[src/rtl/dost_pkg.sv]
`default_nettype none

package dost_pkg;

  // Default number of table slots.
  localparam int unsigned DEFAULT_SLOTS = 32;

  // Widths of the item fields.
  localparam int unsigned FUNC_W   = 3;
  localparam int unsigned HANDLE_W = 5;
  localparam int unsigned DEPTH_W  = 32;
  localparam int unsigned Y_W      = 16;
  localparam int unsigned STAMP_W  = 64;
  localparam int unsigned STATUS_W = 2;

  // Operation codes.
  localparam logic [FUNC_W-1:0] FUNC_INSERT    = 3'd0;
  localparam logic [FUNC_W-1:0] FUNC_REMOVE    = 3'd1;
  localparam logic [FUNC_W-1:0] FUNC_SET_DEPTH = 3'd2;
  localparam logic [FUNC_W-1:0] FUNC_SET_Y     = 3'd3;
  localparam logic [FUNC_W-1:0] FUNC_SET_VIS   = 3'd4;
  localparam logic [FUNC_W-1:0] FUNC_LIST      = 3'd5;

  // Result status codes.
  localparam logic [STATUS_W-1:0] STAT_OK    = 2'd0;
  localparam logic [STATUS_W-1:0] STAT_FULL  = 2'd1;
  localparam logic [STATUS_W-1:0] STAT_BAD   = 2'd2;
  localparam logic [STATUS_W-1:0] STAT_EMPTY = 2'd3;

  // One table entry as held in a slot.
  typedef struct packed {
    logic [HANDLE_W-1:0]       handle;
    logic signed [DEPTH_W-1:0] depth;
    logic signed [Y_W-1:0]     y;
    logic [STAMP_W-1:0]        stamp;
    logic                      vis;
  } entry_t;

  localparam int unsigned ENTRY_W = $bits(entry_t);

  // What every cell does in the current cycle.
  typedef enum logic [1:0] {
    CELL_HOLD,
    CELL_INSERT,
    CELL_REMOVE,
    CELL_SET_VIS
  } cell_op_e;

  // Control broadcast to all cells.
  typedef struct packed {
    cell_op_e op;
    logic     mode;
  } cell_ctl_t;

  // Flags a cell reports to its right-hand neighbour and to the control.
  typedef struct packed {
    logic prec;   // key sorts before this occupied entry or one to its left
    logic hit;    // this occupied entry carries the key handle
    logic seen;   // the key handle sits in this slot or one to its left
    logic shown;  // occupied and visible
  } cell_stat_t;

endpackage

`default_nettype wire

[src/rtl/dost_cell.sv]
`default_nettype none

module dost_cell #(
  parameter int unsigned SLOTS = dost_pkg::DEFAULT_SLOTS,
  parameter int unsigned IDX   = 0
) (
  input  wire                           clk_i,
  input  dost_pkg::cell_ctl_t           ctl_i,
  input  wire [$clog2(SLOTS+1)-1:0]     count_i,
  input  dost_pkg::entry_t              key_i,
  input  dost_pkg::entry_t              left_entry_i,
  input  dost_pkg::cell_stat_t          left_stat_i,
  input  dost_pkg::entry_t              right_entry_i,
  output dost_pkg::entry_t              entry_o,
  output dost_pkg::cell_stat_t          stat_o
);
  import dost_pkg::*;

  localparam int unsigned CW = $clog2(SLOTS + 1);

  entry_t     entry_q;
  entry_t     entry_d;
  logic       occ;
  logic       at_end;
  logic       key_first;
  cell_stat_t stat;

  // Occupancy follows from the fill count alone.
  assign occ    = CW'(IDX) < count_i;
  assign at_end = CW'(IDX) == count_i;

  // Sort order: depth, then y in mode 1, then the earlier stamp.
  always_comb begin
    if (key_i.depth != entry_q.depth) begin
      key_first = $signed(key_i.depth) < $signed(entry_q.depth);
    end else if (ctl_i.mode && (key_i.y != entry_q.y)) begin
      key_first = $signed(key_i.y) < $signed(entry_q.y);
    end else begin
      key_first = key_i.stamp < entry_q.stamp;
    end
  end

  // Flags handed on to the next cell. The precedence flag is carried along
  // the row, so only the first entry that the key precedes takes the key,
  // even when the row was sorted under the other ordering mode.
  always_comb begin
    stat.prec  = left_stat_i.prec || (occ && key_first);
    stat.hit   = occ && (entry_q.handle == key_i.handle);
    stat.seen  = left_stat_i.seen || stat.hit;
    stat.shown = occ && entry_q.vis;
  end

  assign stat_o  = stat;
  assign entry_o = entry_q;

  // Take the left entry when shifting up, the right one when closing a gap.
  always_comb begin
    entry_d = entry_q;
    unique case (ctl_i.op)
      CELL_INSERT: begin
        if (left_stat_i.prec) begin
          entry_d = left_entry_i;
        end else if (stat.prec || at_end) begin
          entry_d = key_i;
        end
      end
      CELL_REMOVE: begin
        if (stat.seen) begin
          entry_d = right_entry_i;
        end
      end
      CELL_SET_VIS: begin
        if (stat.hit) begin
          entry_d.vis = key_i.vis;
        end
      end
      default: begin
        entry_d = entry_q;
      end
    endcase
  end

  // Slot contents need no reset: the fill count says what is valid.
  always_ff @(posedge clk_i) begin
    entry_q <= entry_d;
  end

endmodule

`default_nettype wire

[config.mk]
export PLATFORM = sky130hd
export DESIGN_NAME = dost_cell
export DESIGN_NICKNAME = d
export VERILOG_FILES = /design/src/rtl/dost_pkg.sv /design/src/rtl/dost_cell.sv
export SDC_FILE = /design/constraint.sdc
export NUM_CORES = 1
export LEC_CHECK = 0
export ABC_AREA = 1
export BUFFER_PORTS_ARGS = -buffer_cell sky130_fd_sc_hd__buf_2
export CAP_MARGIN = 20
export CELL_PAD_IN_SITES_DETAIL_PLACEMENT = 1
export CELL_PAD_IN_SITES_GLOBAL_PLACEMENT = 1
export CORE_AREA = 4 4 186 188
export DETAILED_ROUTE_END_ITERATION = 16
export DIE_AREA = 0 0 190 192
export PLACE_DENSITY = 0.74
export SLEW_MARGIN = 20
export SYNTH_ARGS = -nofsm -noshare
export SYNTH_HDL_FRONTEND = slang
export SYNTH_SLANG_ARGS = --single-unit
[constraint.sdc]
create_clock -name clk_i -period 6 [get_ports clk_i]
set_input_delay 1.2 -clock clk_i [delete_from_list [all_inputs] [get_ports clk_i]]
set_output_delay 1.2 -clock clk_i [all_outputs]
set_load 0.02 [all_outputs]
==> impl_metrics.json <==
{
  "status": "completed",
  "finalCritPeriodShare_pct": 71.2,
  "synth_common_cells": "290 x a21oi_1, 220 x nand2_1, 154 x nor2_1, 148 x inv_1, 118 x edfxtp_1",
  "grt_max_degree": 73,
  "die_x_um": 190,
  "die_h_um": 192,
  "rows": 67,
  "powerDensity_mw_per_mm2": 224,
  "h-tree-depth": 4,
  "dieArea_mm2": 0.0365,
  "yosysMostFrequentCell": "a21oi_1",
  "syn_to_final_growth_pct": 38.3,
  "cp.required_ps": 4800,
  "grt_pass1_vias": 10400,
  "ant_nets": 0,
  "portBuffers": 487,
  "core_area_mm2": 0.0331,
  "hpwlAfterDp_um": 30500,
  "synth_nets": 1645,
  "cts_tree": "built",
  "grt_pass1_wl_um": 56800,
  "cts_buffer_depth": 2,
  "cts_root_buf": "clkbuf_16",
  "synth_area_mm2": 0.00900,
  "setup_violations": 0,
  "tightestPinTransition_ps": 864,
  "synth_edf_count": 118,
  "drt-total-wl_um": 38600,
  "clkLatencyLatePin_ps": 420,
  "synth_area_per_cell_um2": 7.74,
  "yosysTopAreaCellShare_pct": 39.4,
  "arrival_ps": 3070,
  "cts_hold_buffers": 0,
  "crit_path_start_kind": "input port",
  "finalSetupTns_ps": 0,
  "largest_reg_flops": 118,
  "cts_setup_buffers": 0,
  "final_core_util_pct": 37.6,
  "hold_viol": 0,
  "hold_path.class": "register to register",
  "fin_crit_ps": 4270,
  "grtUsageTotal_pct": 20.1,
  "power_leakage_nw": 6.36,
  "pin_count": 490,
  "crit_family": "simple AND/OR/NAND/NOR gates",
  "crit_fanout": 2,
  "n_fill_cell": 4262,
  "synth.yosys.seq_area_share_pct": 39.4,
  "crit_top_cell": "nor2_1",
  "nets": 2106,
  "ys_warn_count": 0,
  "cp_num_buf_inv": 2,
  "drv_slew": 0,
  "slowest_stage": "ha_1",
  "clkTransAtPathRegs_ps": 60,
  "critical_path_class": "input port to output pin",
  "cap_violations": 0,
  "post_drt_via_cell_ratio": 4.74,
  "synthDistinctLibCells": 26,
  "cts.sinks": 118,
  "ctsResizeCount": 0,
  "cts_inserted_buffers": 17,
  "firstDrtPassIters": 5,
  "peakVddDrop_mv": 0.196,
  "synthCells": 1163,
  "cp-end-kind": "output pin",
  "clock_skew_ps": 9.18,
  "place.gp.congestion": 0.832,
  "start_util_pct": 27.2,
  "relSlewSlack_pct": 42.4,
  "ys_ff_latch": 118,
  "synth_top_area_cell": "edfxtp_1",
  "rsz0062_at_grt": "false",
  "synthArstFlopShare_pct": 0,
  "route.detailed.drc": 0,
  "synthTopCellsByArea": "edfxtp_1 39%, a21oi_1 16%, ha_1 16%",
  "first_iter_violations": 293,
  "fmax_ghz": 0.234,
  "grt_antenna_before_repair": 9,
  "wire_per_inst_um": 18.4,
  "grt.overflow.total": 0,
  "layout-drive-gt1-share_pct": 32.6,
  "max_stage_delay_ps": 300,
  "cp_cell_sequence": "buf_2 > ha_1 > nand2_1 > nor2_1 > nand4_1 > nor2_1 > nor2_1 > nor2_1 > nand3_1 > nor2_1 > nand2_1 > nand2_1 > nand2_2 > nand2_1 > buf_2",
  "yosys_most_used_dff": "edfxtp_1",
  "num_vias": 9907
}
==> worst register-to-register path: cells and delay by family (launching register included) <==
kind                       cells  cell delay, ps
and+or+nand+nor               13            1390
adders and majority gates      1             290
buffers and inverters          3            1000
DFF                            1             340
==> metal layers <==
layer,vias up,global-route usage [%],wire (um)
met5,-,0,65
met4,10,6.59,882
met3,49,6.38,3080
met2,368,36.2,19400
met1,4642,22.4,15100
li1,4838,-,-
==> area by class of cell <==
class / count / area [um2] / area share (%)
antenna: 6 / 15.0 / 0.121
tap: 448 / 561 / 4.50
inverter: 148 / 563 / 4.52
multi-input combinational: 845 / 4710 / 37.9
sequential: 118 / 3540 / 28.5
timing repair buffer: 494 / 2500 / 20.1
clock buffer: 20 / 437 / 3.51
clock inverter: 11 / 110 / 0.885
==> cell usage in the layout (no fill, tap or decap), types with 3 or more instances in the layout <==
cell type	count
a21oi_1	290
buf_2	486
buf_4	7
clkbuf_1	3
clkbuf_16	17
clkinv_2	4
clkinvlp_4	3
diode_2	6
edfxtp_1	118
ha_1	113
inv_1	145
inv_4	3
nand2_1	220
nand3_1	12
nand4_1	10
nor2_1	154
nor2_2	3
nor3_1	4
o21a_1	3
o21ai_0	20
xnor2_1	3
==> path summary, 6_finish.rpt <==
| kind | from | to | slack [ps] | cells after the start |
|---|---|---|---|---|
| max | key_i[72] | stat_o[3] | 1730 | 15 |
| min | entry_o[113]$_DFFE_PP_ | entry_o[0]$_DFFE_PP_ | 970 | 5 |
| max reg2reg | entry_o[72]$_DFFE_PP_ | entry_o[77]$_DFFE_PP_ | 2640 | 17 |
| min reg2reg | entry_o[113]$_DFFE_PP_ | entry_o[0]$_DFFE_PP_ | 970 | 5 |
==> cell families after synthesis <==
| family | count (synthesis) | share of synthesized area (%) |
|---|---|---|
| AO/OA/AOI/OAI | 315 | 17.7 |
| adder cells (fa/ha/maj) | 114 | 15.9 |
| XOR/XNOR | 5 | 0.487 |
| flip-flops | 118 | 39.4 |
| AND/OR/NAND/NOR | 411 | 18.2 |
| buffers and inverters | 200 | 8.39 |
==> through the flow <==
step | area, um2 | cells | hold WS, ps | power, mW | setup WS (ps)
after CTS | 12400 | 2084 | 984 | 2.83 | 1630
after floorplan | 9000 | 1163 | 1050 | 1.46 | 765
after global routing | 12400 | 2088 | 1020 | 2.95 | 1440
after detailed placement | 11900 | 2053 | 967 | 1.80 | 1580
final | 12400 | 2090 | 973 | 2.78 | 1730
after global placement | 11900 | 2053 | 932 | 1.77 | 1600
==> power by group <==
group          total [mW]  leakage, nW  switching [mW]  internal (mW)
clock network        1.01        0.261           0.411          0.603
registers            1.03         1.11          0.0329          0.998
logic               0.740         4.99           0.457          0.283
Note: power is estimated with default switching activity, not from simulation.
